<file path="src/rtl/qee_pkg.sv">
`timescale 1ns / 1ps

package qee_pkg;

	localparam int TARGET_W = 12;
	localparam int DEN_W    = 16;
	localparam int SMOOTH_W = 9;
	localparam int CFG_W    = 16;

	localparam logic [TARGET_W-1:0] TARGET_NUM     = 12'd3000;
	localparam logic [TARGET_W-1:0] TARGET_AT_ZERO = 12'd4000;
	localparam logic [SMOOTH_W-1:0] SMOOTH_RESET   = 9'd16;
	localparam logic [CFG_W-1:0]    START_RESET    = 16'd4000;

	typedef enum logic [1:0] {
		CMD_STOP = 2'd0,
		CMD_CW   = 2'd1,
		CMD_CCW  = 2'd2
	} cmd_t;

	typedef enum logic {
		CFG_SMOOTH = 1'b0,
		CFG_START  = 1'b1
	} cfg_idx_t;

	typedef enum logic [1:0] {
		ST_IDLE,
		ST_DIV_TARGET,
		ST_PREP,
		ST_DIV_RAMP
	} state_t;

	typedef struct packed {
		logic [15:0] duty;
		logic [1:0]  command;
		logic        run;
	} in_t;

	typedef struct packed {
		logic        enc_a;
		logic        enc_b;
		logic        update_event;
		logic        step_valid;
		logic        step_dir;
		logic [15:0] period_now;
	} out_t;

	typedef struct packed {
		logic [15:0] duty;
		logic        step_en;
		logic        step_rev;
		logic        run;
	} item_t;

endpackage

</file>
<file path="src/rtl/qee_front.sv">
`timescale 1ns / 1ps

module qee_front (
	input  logic           clk,
	input  logic           arst_n,
	input  logic           push,
	output logic           full,
	input  qee_pkg::in_t   sample,
	output logic           head_valid,
	output qee_pkg::item_t head,
	input  logic           head_take
);

	qee_pkg::item_t ent_q [2];
	logic           wr_ptr_q;
	logic           rd_ptr_q;
	logic [1:0]     count_q;
	logic           wr_en;
	qee_pkg::item_t cls;

	// classify the command into step flags
	always_comb begin
		cls.duty     = sample.duty;
		cls.run      = sample.run;
		cls.step_en  = (sample.command == qee_pkg::CMD_CW) ||
			(sample.command == qee_pkg::CMD_CCW);
		cls.step_rev = (sample.command == qee_pkg::CMD_CCW);
	end

	assign full       = (count_q == 2'd2);
	assign wr_en      = push && !full;
	assign head_valid = (count_q != 2'd0);
	assign head       = ent_q[rd_ptr_q];

	always_ff @(posedge clk or negedge arst_n) begin
		if (!arst_n) begin
			wr_ptr_q <= 1'b0;
			rd_ptr_q <= 1'b0;
			count_q  <= 2'd0;
		end else begin
			if (wr_en)
				wr_ptr_q <= !wr_ptr_q;
			if (head_take)
				rd_ptr_q <= !rd_ptr_q;
			if (wr_en && !head_take)
				count_q <= count_q + 2'd1;
			else if (!wr_en && head_take)
				count_q <= count_q - 2'd1;
		end
	end

	always_ff @(posedge clk) begin
		if (wr_en)
			ent_q[wr_ptr_q] <= cls;
	end

endmodule

</file>
<file path="src/rtl/qee_div.sv">
`timescale 1ns / 1ps

module qee_div #(
	parameter int NUM_W = 16,
	parameter int DEN_W = 16
) (
	input  logic             clk,
	input  logic             arst_n,
	input  logic             start,
	input  logic [NUM_W-1:0] dividend,
	input  logic [DEN_W-1:0] divisor,
	output logic             busy,
	output logic             done,
	output logic [NUM_W-1:0] quotient,
	output logic [DEN_W:0]   remainder
);

	localparam int CNT_W = $clog2(NUM_W + 1);

	logic [NUM_W-1:0] quo_q;
	logic [DEN_W:0]   rem_q;
	logic [DEN_W-1:0] den_q;
	logic [CNT_W-1:0] cnt_q;
	logic             busy_q;
	logic             done_q;
	logic [DEN_W:0]   shifted;
	logic             fits;

	assign shifted   = {rem_q[DEN_W-1:0], quo_q[NUM_W-1]};
	assign fits      = (shifted >= {1'b0, den_q});
	assign busy      = busy_q;
	assign done      = done_q;
	assign quotient  = quo_q;
	assign remainder = rem_q;

	always_ff @(posedge clk or negedge arst_n) begin
		if (!arst_n) begin
			busy_q <= 1'b0;
			done_q <= 1'b0;
			cnt_q  <= '0;
		end else begin
			done_q <= 1'b0;
			if (start) begin
				busy_q <= 1'b1;
				cnt_q  <= CNT_W'(NUM_W);
			end else if (busy_q) begin
				cnt_q <= cnt_q - CNT_W'(1);
				if (cnt_q == CNT_W'(1)) begin
					busy_q <= 1'b0;
					done_q <= 1'b1;
				end
			end
		end
	end

	always_ff @(posedge clk) begin
		if (start) begin
			quo_q <= dividend;
			rem_q <= '0;
			den_q <= divisor;
		end else if (busy_q) begin
			quo_q <= {quo_q[NUM_W-2:0], fits};
			rem_q <= fits ? (shifted - {1'b0, den_q}) : shifted;
		end
	end

	a_done_follows_busy: assert property (@(posedge clk) disable iff (!arst_n)
		done_q |-> $past(busy_q))
		else $error("divider done without a running division");

endmodule

</file>
<file path="src/rtl/qee_back.sv">
`timescale 1ns / 1ps

module qee_back #(
	parameter int PERIOD_BITS = 16
) (
	input  logic                       clk,
	input  logic                       arst_n,
	input  logic                       head_valid,
	input  qee_pkg::item_t             head,
	output logic                       head_take,
	input  logic                       cfg_we,
	input  logic                       cfg_index,
	input  logic [qee_pkg::CFG_W-1:0]  cfg_data,
	output logic                       empty,
	input  logic                       pop,
	output qee_pkg::out_t              result
);

	localparam int NUM_W = (PERIOD_BITS > qee_pkg::TARGET_W) ? PERIOD_BITS : qee_pkg::TARGET_W;

	qee_pkg::state_t state_q, state_d;

	logic [qee_pkg::SMOOTH_W-1:0] smooth_q;
	logic [qee_pkg::CFG_W-1:0]    start_q;
	logic [PERIOD_BITS-1:0]       cnt_q;
	logic [PERIOD_BITS-1:0]       period_q;
	logic [1:0]                   pos_q;
	logic                         was_q;
	logic                         res_valid_q;
	qee_pkg::out_t                res_q;
	logic [qee_pkg::TARGET_W-1:0] target_q;
	logic                         neg_q;
	logic                         step_en_q;
	logic                         step_rev_q;

	logic                         take;
	logic                         res_wr;
	logic                         ramp_done;
	logic                         div_start;
	logic [NUM_W-1:0]             div_dividend;
	logic [qee_pkg::DEN_W-1:0]    div_divisor;
	logic                         div_busy;
	logic                         div_done;
	logic [NUM_W-1:0]             div_quo;
	logic [qee_pkg::DEN_W:0]      div_rem;

	logic [PERIOD_BITS-1:0]       period_eff;
	logic [PERIOD_BITS-1:0]       period_take;
	logic                         wrap;
	logic                         upd;
	logic [qee_pkg::SMOOTH_W-1:0] div_eff;
	logic [NUM_W-1:0]             t_ext;
	logic [NUM_W-1:0]             p_ext;
	logic                         neg;
	logic [NUM_W-1:0]             mag;
	logic [NUM_W:0]               q_adj;
	logic [NUM_W:0]               p_sum;
	logic [PERIOD_BITS-1:0]       period_new;
	logic [1:0]                   pos_new;
	logic [1:0]                   pos_res;
	logic [PERIOD_BITS-1:0]       period_res;
	logic [31:0]                  period_wide;
	qee_pkg::out_t                res_d;

	qee_div #(
		.NUM_W(NUM_W),
		.DEN_W(qee_pkg::DEN_W)
	) u_div (
		.clk      (clk),
		.arst_n   (arst_n),
		.start    (div_start),
		.dividend (div_dividend),
		.divisor  (div_divisor),
		.busy     (div_busy),
		.done     (div_done),
		.quotient (div_quo),
		.remainder(div_rem)
	);

	// tick counter and period seen by the arriving item
	assign period_eff  = was_q ? period_q : PERIOD_BITS'(start_q);
	assign wrap        = (cnt_q >= period_eff);
	assign upd         = head.run && wrap;
	assign period_take = head.run ? period_eff : period_q;

	// signed period error as sign and magnitude
	assign div_eff = (smooth_q == '0) ? qee_pkg::SMOOTH_W'(1) : smooth_q;
	assign t_ext   = NUM_W'(target_q);
	assign p_ext   = NUM_W'(period_q);
	assign neg     = (t_ext < p_ext);
	assign mag     = neg ? (p_ext - t_ext) : (t_ext - p_ext);

	// negative error rounds toward minus infinity
	assign q_adj      = {1'b0, div_quo} + (NUM_W + 1)'(neg_q && (div_rem != '0));
	assign p_sum      = neg_q ? ({1'b0, p_ext} - q_adj) : ({1'b0, p_ext} + q_adj);
	assign period_new = p_sum[PERIOD_BITS-1:0];

	assign pos_new = !step_en_q ? pos_q : (step_rev_q ? (pos_q - 2'd1) : (pos_q + 2'd1));
	assign pos_res    = ramp_done ? pos_new : pos_q;
	assign period_res = ramp_done ? period_new : period_take;
	assign period_wide = 32'(period_res);

	always_comb begin
		res_d.enc_a        = !pos_res[1];
		res_d.enc_b        = !(pos_res[1] ^ pos_res[0]);
		res_d.update_event = ramp_done;
		res_d.step_valid   = ramp_done && step_en_q;
		res_d.step_dir     = ramp_done && step_en_q && step_rev_q;
		res_d.period_now   = period_wide[15:0];
	end

	always_comb begin
		state_d      = state_q;
		take         = 1'b0;
		res_wr       = 1'b0;
		ramp_done    = 1'b0;
		div_start    = 1'b0;
		div_dividend = '0;
		div_divisor  = '0;
		unique case (state_q)
			qee_pkg::ST_IDLE: begin
				if (head_valid && !res_valid_q) begin
					take = 1'b1;
					if (!upd) begin
						res_wr = 1'b1;
					end else if (head.duty == '0) begin
						state_d = qee_pkg::ST_PREP;
					end else begin
						div_start    = 1'b1;
						div_dividend = NUM_W'(qee_pkg::TARGET_NUM);
						div_divisor  = head.duty;
						state_d      = qee_pkg::ST_DIV_TARGET;
					end
				end
			end
			qee_pkg::ST_DIV_TARGET: begin
				if (div_done)
					state_d = qee_pkg::ST_PREP;
			end
			qee_pkg::ST_PREP: begin
				div_start    = 1'b1;
				div_dividend = mag;
				div_divisor  = qee_pkg::DEN_W'(div_eff);
				state_d      = qee_pkg::ST_DIV_RAMP;
			end
			qee_pkg::ST_DIV_RAMP: begin
				if (div_done) begin
					res_wr    = 1'b1;
					ramp_done = 1'b1;
					state_d   = qee_pkg::ST_IDLE;
				end
			end
			default: state_d = qee_pkg::ST_IDLE;
		endcase
	end

	assign head_take = take;
	assign empty     = !res_valid_q;
	assign result    = res_q;

	always_ff @(posedge clk or negedge arst_n) begin
		if (!arst_n)
			state_q <= qee_pkg::ST_IDLE;
		else
			state_q <= state_d;
	end

	always_ff @(posedge clk or negedge arst_n) begin
		if (!arst_n) begin
			smooth_q    <= qee_pkg::SMOOTH_RESET;
			start_q     <= qee_pkg::START_RESET;
			cnt_q       <= '0;
			period_q    <= PERIOD_BITS'(qee_pkg::START_RESET);
			pos_q       <= 2'd0;
			was_q       <= 1'b0;
			res_valid_q <= 1'b0;
		end else begin
			if (cfg_we && (cfg_index == qee_pkg::CFG_SMOOTH))
				smooth_q <= cfg_data[qee_pkg::SMOOTH_W-1:0];
			if (cfg_we && (cfg_index == qee_pkg::CFG_START))
				start_q <= cfg_data;
			if (take) begin
				was_q <= head.run;
				if (head.run) begin
					period_q <= period_eff;
					cnt_q    <= wrap ? '0 : (cnt_q + PERIOD_BITS'(1));
				end
			end
			if (ramp_done) begin
				period_q <= period_new;
				pos_q    <= pos_new;
			end
			if (res_wr)
				res_valid_q <= 1'b1;
			else if (pop)
				res_valid_q <= 1'b0;
		end
	end

	always_ff @(posedge clk) begin
		if (res_wr)
			res_q <= res_d;
		if (take) begin
			target_q   <= qee_pkg::TARGET_AT_ZERO;
			step_en_q  <= head.step_en;
			step_rev_q <= head.step_rev;
		end else if ((state_q == qee_pkg::ST_DIV_TARGET) && div_done) begin
			target_q <= div_quo[qee_pkg::TARGET_W-1:0];
		end
		if (state_q == qee_pkg::ST_PREP)
			neg_q <= neg;
	end

	a_no_restart: assert property (@(posedge clk) disable iff (!arst_n)
		div_start |-> !div_busy)
		else $error("division started while divider busy");

	a_result_held: assert property (@(posedge clk) disable iff (!arst_n)
		res_valid_q && !pop |=> res_valid_q && $stable(res_q))
		else $error("waiting result lost or changed");

	a_step_on_update: assert property (@(posedge clk) disable iff (!arst_n)
		res_valid_q |-> (!res_q.step_valid || res_q.update_event))
		else $error("step issued without counter wrap");

endmodule

</file>
<file path="src/rtl/quadrature_encoder_emulator.sv">
`timescale 1ns / 1ps
// Flow: an item is taken from the head of the 2-entry input queue only while no result waits;
//   a non-wrapping tick's result is registered as the tick is taken, while a wrap runs
//   ST_DIV_TARGET (skipped at duty 0), ST_PREP and ST_DIV_RAMP, W = max(PERIOD_BITS,12),
//   with one bit-serial divider run once or twice.
// A result must be popped before the next item is taken.
// Reset: asynchronous, active low; clears queue, counter, position, result valid; loads 4000, 16.

module quadrature_encoder_emulator #(
	parameter int PERIOD_BITS = 16
) (
	input  logic                      clk,
	input  logic                      arst_n,
	input  logic                      push,
	output logic                      full,
	input  qee_pkg::in_t              sample,
	output logic                      empty,
	input  logic                      pop,
	output qee_pkg::out_t             result,
	input  logic                      cfg_we,
	input  logic                      cfg_index,
	input  logic [qee_pkg::CFG_W-1:0] cfg_data
);

	logic           head_valid;
	logic           head_take;
	qee_pkg::item_t head;

	qee_front u_front (
		.clk       (clk),
		.arst_n    (arst_n),
		.push      (push),
		.full      (full),
		.sample    (sample),
		.head_valid(head_valid),
		.head      (head),
		.head_take (head_take)
	);

	qee_back #(
		.PERIOD_BITS(PERIOD_BITS)
	) u_back (
		.clk       (clk),
		.arst_n    (arst_n),
		.head_valid(head_valid),
		.head      (head),
		.head_take (head_take),
		.cfg_we    (cfg_we),
		.cfg_index (cfg_index),
		.cfg_data  (cfg_data),
		.empty     (empty),
		.pop       (pop),
		.result    (result)
	);

endmodule

</file>
<file path="config.mk">
export PLATFORM = sky130hd
export DESIGN_NAME = quadrature_encoder_emulator
export DESIGN_NICKNAME = d
export VERILOG_FILES = /design/src/rtl/qee_pkg.sv /design/src/rtl/qee_front.sv /design/src/rtl/qee_div.sv /design/src/rtl/qee_back.sv /design/src/rtl/quadrature_encoder_emulator.sv
export SDC_FILE = /design/constraint.sdc
export NUM_CORES = 1
export LEC_CHECK = 0
export ABC_CLOCK_PERIOD_IN_PS = 6450
export BUFFER_PORTS_ARGS = -buffer_cell sky130_fd_sc_hd__buf_4
export CAP_MARGIN = 20
export CORE_UTILIZATION = 40
export DETAILED_ROUTE_END_ITERATION = 16
export PLACE_DENSITY_LB_ADDON = 0.05
export RECOVER_POWER = 100
export SYNTH_ARGS = -nofsm -noshare
export SYNTH_HDL_FRONTEND = slang
export SYNTH_SLANG_ARGS = --single-unit
</file>
<file path="constraint.sdc">
create_clock -name clk -period 6.45 [get_ports clk]
set_input_delay 0 -clock clk [delete_from_list [all_inputs] [get_ports clk]]
set_output_delay 0 -clock clk [all_outputs]
set_load 0.005 [all_outputs]
</file>
==> impl_metrics.tcl, run 1 <==
set metrics [dict create \
    intPower_uw 4200 \
    fin_area_um2 14000 \
    rsz0062_at_grt "no" \
    antenna_found_initial 0 \
    wl_um 31800 \
    clk_pin_slew_ps 70 \
    worstMarginPinSlew_ps 3960 \
    regArea_um2 5270 \
    slowest_delay_ps 990 \
    setup-tns-final_ps 0 \
    ys.warnings.count 0 \
    skew_ps 8.87 \
    maxCapViolCount 2 \
    cts_buffers 17 \
    finalSetupViolCount 0 \
    period_share_pct 85.8 \
    reg2reg_from "u_back.was_q$_DFFE_PN0P_" \
    clockBufferDepth 2 \
    combPwrFrac_pct 53.7 \
    multi_input_area_um2 6470 \
    crit_top_cell "clkbuf_1" \
    synth_ff_type "edfxtp_1" \
    synth.largest_area_cell "edfxtp_1" \
    grt_pass1_vias 8994 \
    synth_cells 1253 \
    first_pass_iters 5 \
    ant_nets 0 \
    netlist-cell-type-count 80 \
    io_pins 64 \
    hold_class "in -> reg" \
    p_per_area_nw_per_um2 532 \
    drcViolationCount 0 \
    final_max_slew_viol_count 90 \
    min_from "sample[1]" \
    cts_tree "yes" \
    die_w_um 177 \
    hold_viol_final 0 \
    dr_total_vias 9285 \
    synthTopCellsByArea "edfxtp_1 23%, dfrtp_1 12%, ha_1 8.4%" \
    crit_slowest_cell "dfrtp_1" \
    routedWlPerCell_um 18.3 \
    swShare_pct 43.8 \
    vdd_drop_max_mv 0.241 \
    cts_max_level 4 \
    max_freq_ghz 0.181 \
    clk_latency_ps 450 \
    cts_repair_resize_count 0 \
    cp_max_fo 24 \
    min_to "u_front.ent_q[0][2]$_DFFE_PP_" \
    yosysSeqAreaShare_pct 42.9 \
    start_kind "register" \
    dpl_cell_area_um2 13100 \
    rows 63 \
    power_switching_uw 3270 \
    synth_top_cell_area_share_pct 23.0 \
    worstRegToRegCells 14 \
    final_util_pct 46.9 \
    crit_chain "mux2_1, ha_1, nand2b_1, a31oi_1, o21ai_0, a21oi_1, o21ai_0, clkbuf_1, and2_0, a21oi_1, clkbuf_1, inv_1, clkbuf_1, nor3_1" \
    pwr-share-seq_pct 31.1 \
    dr.first_iter.drc_count 518 \
    die_area_um2 31400 \
    gp_congestion 0.883 \
    n_antenna_cell 0 \
    synth.ff_latch_count 197 \
    drive_gt1_share_pct 11.2 \
    grt_util_all_layers_pct 21.2 \
    finalCriticalPeriod_ps 5540 \
    root_buffer "clkbuf_16" \
    async_flop_share_pct 37.6 \
    pre_cts_ws_ps 1060 \
    critPathArrivalTime_ps 5850 \
    violations "max-capacitance violations, max-slew violations" \
    r2r_setup_slack_ps 910 \
    worst_slack_ps 913 \
    syn_avg_cell_area_um2 9.81 \
    cp-end-kind "register" \
    start_util_pct 41.0 \
    worst_ep_required_time_ps 6760 \
    overflow 0 \
    leakage_uw 0.00590 \
    synth_area_um2 12300 \
    pwr-share-clk_pct 15.2 \
    grt_max_degree 68 \
    n_fill_cell 2904 \
    p_total_uw 7470 \
    syn_nets 1381 \
    cpLargestDelayFamily "buffers and inverters" \
    max_slew_margin_pct -164 \
    critPathKind "reg -> reg" \
    syn2layout_area_growth_pct 14.2 \
    outcome "finished, violations left" \
    min_path_cells 4 \
    r2r_end "u_back.u_div.remainder[12]$_SDFFE_PP0P_" \
    core-area_um2 30000 \
    grt_pass1_wl_um 50600 \
    viasPerCell 5.35 \
    die_h_um 177 \
    synth-edff-count 94 \
    hpwl_um 23600 \
    finalNetCount 1460 \
    numClockSinks 197 \
    crit_buf_inv 4 \
    port_buffers 63 \
]
-- worst max path at each step --
| stage | slack (ps) | startpoint | depth (start not counted) | end |
|---|---|---|---|---|
| 4_1_cts | 1050 | u_back.neg_q$_DFFE_PP_ | 19 | u_back.result[15]$_DFFE_PP_ |
| 5_1_grt | 380 | u_back.was_q$_DFFE_PN0P_ | 14 | u_back.u_div.cnt_q[2]$_DFFE_PN0P_ |
| 6_report | 910 | u_back.was_q$_DFFE_PN0P_ | 14 | u_back.u_div.remainder[12]$_SDFFE_PP0P_ |
| 3_3_place_gp | 1090 | u_back.u_div.remainder[9]$_SDFFE_PP0P_ | 20 | u_back.result[15]$_DFFE_PP_ |
| 2_1_floorplan | 1640 | u_back.neg_q$_DFFE_PP_ | 22 | u_back.result[15]$_DFFE_PP_ |
| 3_5_place_dp | 1060 | u_back.neg_q$_DFFE_PP_ | 19 | u_back.result[15]$_DFFE_PP_ |
-- cells by family (layout without fill, tap and decap cells) --
| kind of cell | after synthesis | count (layout) | share of synthesized area [%] |
|---|---|---|---|
| mux | 88 | 88 | 7.50 |
| simple gates | 360 | 360 | 14.1 |
| fa+ha+maj | 87 | 87 | 9.10 |
| compound gates | 299 | 299 | 15.8 |
| xor+xnor | 88 | 88 | 6.27 |
| buf+inv | 134 | 226 | 4.37 |
| flops | 197 | 197 | 42.9 |
-- synthesized netlist by cell type (4+ instances only) --
cell type  count
dfstp_2       13
or3_1          9
nor4_1        20
a22o_1         5
o21a_1         6
buf_2          7
a211oi_1      26
a21oi_1       68
nand2b_1      14
o2bb2ai_1      4
nand3_1       23
clkbuf_1      42
o211ai_1      25
edfxtp_1      94
nand2_1      112
or2_2          4
a311oi_1       4
xor2_1        41
nor3_1        19
o21ai_0       83
nor2b_1        9
ha_1          83
o21bai_1       6
a21o_1        26
o31ai_1        6
inv_1         74
dfrtp_1       61
fa_1           4
mux2_2        33
mux2i_1       55
and3_1        16
nor2_1        98
nand4_1       12
xnor2_1       47
a31oi_1        8
dfxtp_1       29
-- worst min-delay path, cell delays in order --
cell	delay (ps)
buf_4	110
inv_1	40
ha_1	120
inv_1	40
-- sequential cells by signal, summed over array words and instances, names as in the netlist, 2 cells and up --
name,flops
u_back.u_div.remainder,17
u_front.count_q,2
u_back.u_div.den_q,16
u_back.u_div.quotient,16
u_back.target_q,12
u_back.result,21
u_back.smooth_q,9
u_back.pos_q,2
u_back.u_div.cnt_q,5
u_back.state_q,2
u_back.start_q,16
u_back.cnt_q,16
u_back.p_ext,16
u_front.ent_q,38
-- power groups by stage --
stage,Combinational (uW),Clock (uW),Sequential (uW)
3_5_place_dp,4020,0,2340
2_1_floorplan,3190,0,2070
3_3_place_gp,4030,0,2330
6_report,4020,1130,2320
4_1_cts,4070,1170,2310
5_1_grt,4510,1210,2390
-- timing repair --
action,CTS,global route
setup buffers,0,0
hold buffers,39,0
hold endpoints to repair,126,0
-- routing by layer --
metal / global-route usage, % / vias to the layer above / share of wire, %
li1: - / 4686 / -
met1: 31.6 / 4437 / 52
met2: 31.8 / 145 / 44
met3: 3.60 / 17 / 3.2
met4: 4.49 / 0 / 0.87
met5: 0 / - / 0
-- metrics by stage --
step	instances	hold WS [ps]
3_3_place_gp	1664	-155
3_5_place_dp	1664	-153
2_1_floorplan	1253	-296
6_report	1735	33.7
5_1_grt	1735	20.3
4_1_cts	1735	20.8
-- cell type report --
class / instances / share of cell area [%]
clock inverter: 11 / 1.02
sequential: 197 / 37.5
tap: 390 / 3.48
inverter: 76 / 2.03
clock buffer: 21 / 3.29
timing repair buffer: 118 / 6.55
multi-input combinational: 922 / 46.1
-- layout by cell type (no fill, tap or decap), drive strengths merged, types with 5 or more instances in the layout --
cell	Yosys	layout
mux2i	55	55
nor3	19	19
o21bai	6	6
nand4	12	12
a21oi	68	68
inv	74	78
edfxtp	94	94
ha	83	83
xor2	41	41
a211oi	26	26
dfstp	13	13
mux2	33	33
dlygate4sd3	0	39
a31oi	8	8
nand2b	14	14
dfrtp	61	61
xnor2	47	47
clkinv	2	6
nor2	98	98
and3	18	18
o31ai	6	6
nor2b	9	9
o21ai	87	87
dfxtp	29	29
o211ai	25	25
nand2	112	112
buf	14	25
clkbuf	44	75
o21a	6	6
or3	9	9
nand3	24	24
a21o	26	26
nor4	21	21
a22o	5	5
Power figures use the tool's default switching activity.
==> run 2: changes to the inputs <==
Settings changed: CORE_UTILIZATION 40 to 44, REMOVE_ABC_BUFFERS from default to 1.
==> impl_metrics.tcl, run 2 (synthesis results as in run 1) <==
set metrics [dict create \
    n_antenna_cell 0 \
    overflow 0 \
    antenna_found_initial 0 \
    core-area_um2 27200 \
    hold_class "in -> reg" \
    drcViolationCount 0 \
    grt_pass1_wl_um 49800 \
    start_util_pct 45.2 \
    crit_buf_inv 4 \
    cp-end-kind "register" \
    clk_pin_slew_ps 90 \
    met3_wirelength_um 1210 \
    cts_max_level 4 \
    port_buffers 63 \
    wl_um 31000 \
    maxCapViolCount 2 \
    cts_repair_resize_count 0 \
    largest_reg_flops 38 \
    ant_nets 0 \
    clk_latency_ps 460 \
    cp_max_fo 35 \
    grt_max_degree 68 \
    die_h_um 169 \
    regArea_um2 5270 \
    post_cts_buffers 0 \
    io_pins 64 \
    rows 60 \
    vdd_drop_max_mv 0.231 \
    violations "max-capacitance violations, max-slew violations" \
    finalCriticalPeriod_ps 5670 \
    leakage_uw 0.00592 \
    wl_met2_um 13800 \
    outcome "finished, violations left" \
    final_cell_mix "112 x nand2_1, 98 x nor2_1, 94 x edfxtp_1" \
    routedWlPerCell_um 18.0 \
    die_w_um 169 \
    crit_top_cell "clkbuf_1" \
    max_freq_ghz 0.176 \
    p_total_uw 7490 \
    dr.first_iter.drc_count 575 \
    final_max_slew_viol_count 91 \
    slowest_delay_ps 1070 \
    first_pass_iters 5 \
    final_common_cell "nand2_1" \
    finalNetCount 1461 \
    root_buffer "clkbuf_16" \
    cts_buffers 17 \
    top_register "u_front.ent_q" \
    dpl_cell_area_um2 13100 \
    numClockSinks 197 \
    n_fill_cell 2531 \
    worst_ep_required_time_ps 6590 \
    fin_area_um2 14100 \
    grt_pass1_vias 9017 \
    max_slew_margin_pct -157 \
    rsz0062_at_grt "no" \
    multi_input_area_um2 6460 \
    topRoutingLayerUsed "met4" \
    finalSetupViolCount 0 \
    crit_slowest_cell "clkbuf_1" \
    die_area_um2 28600 \
    clockBufferDepth 2 \
    hold_viol_final 0 \
    period_share_pct 87.9 \
    p_per_area_nw_per_um2 532 \
    hpwl_um 23000 \
    critPathArrivalTime_ps 5810 \
    crit_chain "clkbuf_1, mux2_1, and3_1, clkbuf_1, and2_0, a21oi_1, clkbuf_1, nand2_1, buf_4" \
    critPathKind "reg -> reg" \
    cts.hold.buffers_added 39 \
    drive_gt1_share_pct 11.5 \
    setup-tns-final_ps 0 \
    viasPerCell 5.43 \
    cts_tree "yes" \
    m1WireLength_um 15600 \
    dr_total_vias 9331 \
    cpLargestDelayFamily "buffers and inverters" \
    grt_util_all_layers_pct 22.5 \
    start_kind "register" \
    skew_ps 23.4 \
    gp_congestion 0.869 \
    worstMarginPinSlew_ps 3850 \
    syn2layout_area_growth_pct 14.5 \
]
-- run 2: changes by cell type in the layout (fill, tap and decap cells not counted), moves of 3 or more --
cell       previous run  this run
clkinv_1              5         2
clkbuf_1             20        17
clkinv_8              0         5
bufinv_16             3         0
inv_12                0         5
buf_4                25        28
-- run 2: power by group --
group | switching [uW] | total, uW | internal (uW)
Combinational | 2320 | 4040 | 1720
Clock | 611 | 1170 | 557
Sequential | 445 | 2290 | 1840
Total | 3370 | 7490 | 4120
-- run 2: routing by layer --
layer | track usage [%] | vias to the layer above
li1 | - | 4701
met1 | 34.1 | 4432
met5 | 0 | -
met2 | 34.2 | 174
met3 | 2.71 | 24
met4 | 5.21 | 0
-- run 2: metrics by stage --
stage	setup WS [ps]	utilization [%]	hold slack, ps	instances
after floorplan	1740	-	-296	1195
after global placement	1170	48.3	-151	1646
after detailed placement	1050	48.3	-153	1646
after CTS	1020	52.1	6.42	1717
after global routing	278	51.8	25.2	1718
final	781	51.8	15.4	1718
-- run 2: cell type report --
| class | instances | area share (%) |
|---|---|---|
| Multi-Input combinational cell | 922 | 45.9 |
| Clock inverter | 15 | 1.66 |
| Sequential cell | 197 | 37.5 |
| Timing Repair Buffer | 119 | 6.59 |
| Inverter | 76 | 2.03 |
| Tap cell | 372 | 3.31 |
| Clock buffer | 17 | 3.02 |
-- run 2: worst paths after layout --
check	slack [ps]	start	endpoint	depth (start not counted)
setup / recovery	780	u_front.rd_ptr_q$_DFFE_PN0P_	u_back.u_div.quotient[7]$_DFFE_PP_	9
hold / removal	20	sample[1]	u_front.ent_q[0][2]$_DFFE_PP_	4
setup reg to reg	780	u_front.rd_ptr_q$_DFFE_PN0P_	u_back.u_div.quotient[7]$_DFFE_PP_	9
hold reg to reg	480	u_back.target_q[4]$_SDFFE_PP0P_	u_back.target_q[4]$_SDFFE_PP0P_	2
max in group asynchronous	2660	arst_n	u_back.p_ext[4]$_DFFE_PN0P_	3
min in group asynchronous	620	arst_n	u_back.u_div.cnt_q[3]$_DFFE_PN0P_	3
-- run 2: worst min-delay path, stage by stage --
cell and delay [ps]:
buf_4 110, inv_1 50, ha_1 120, inv_1 40
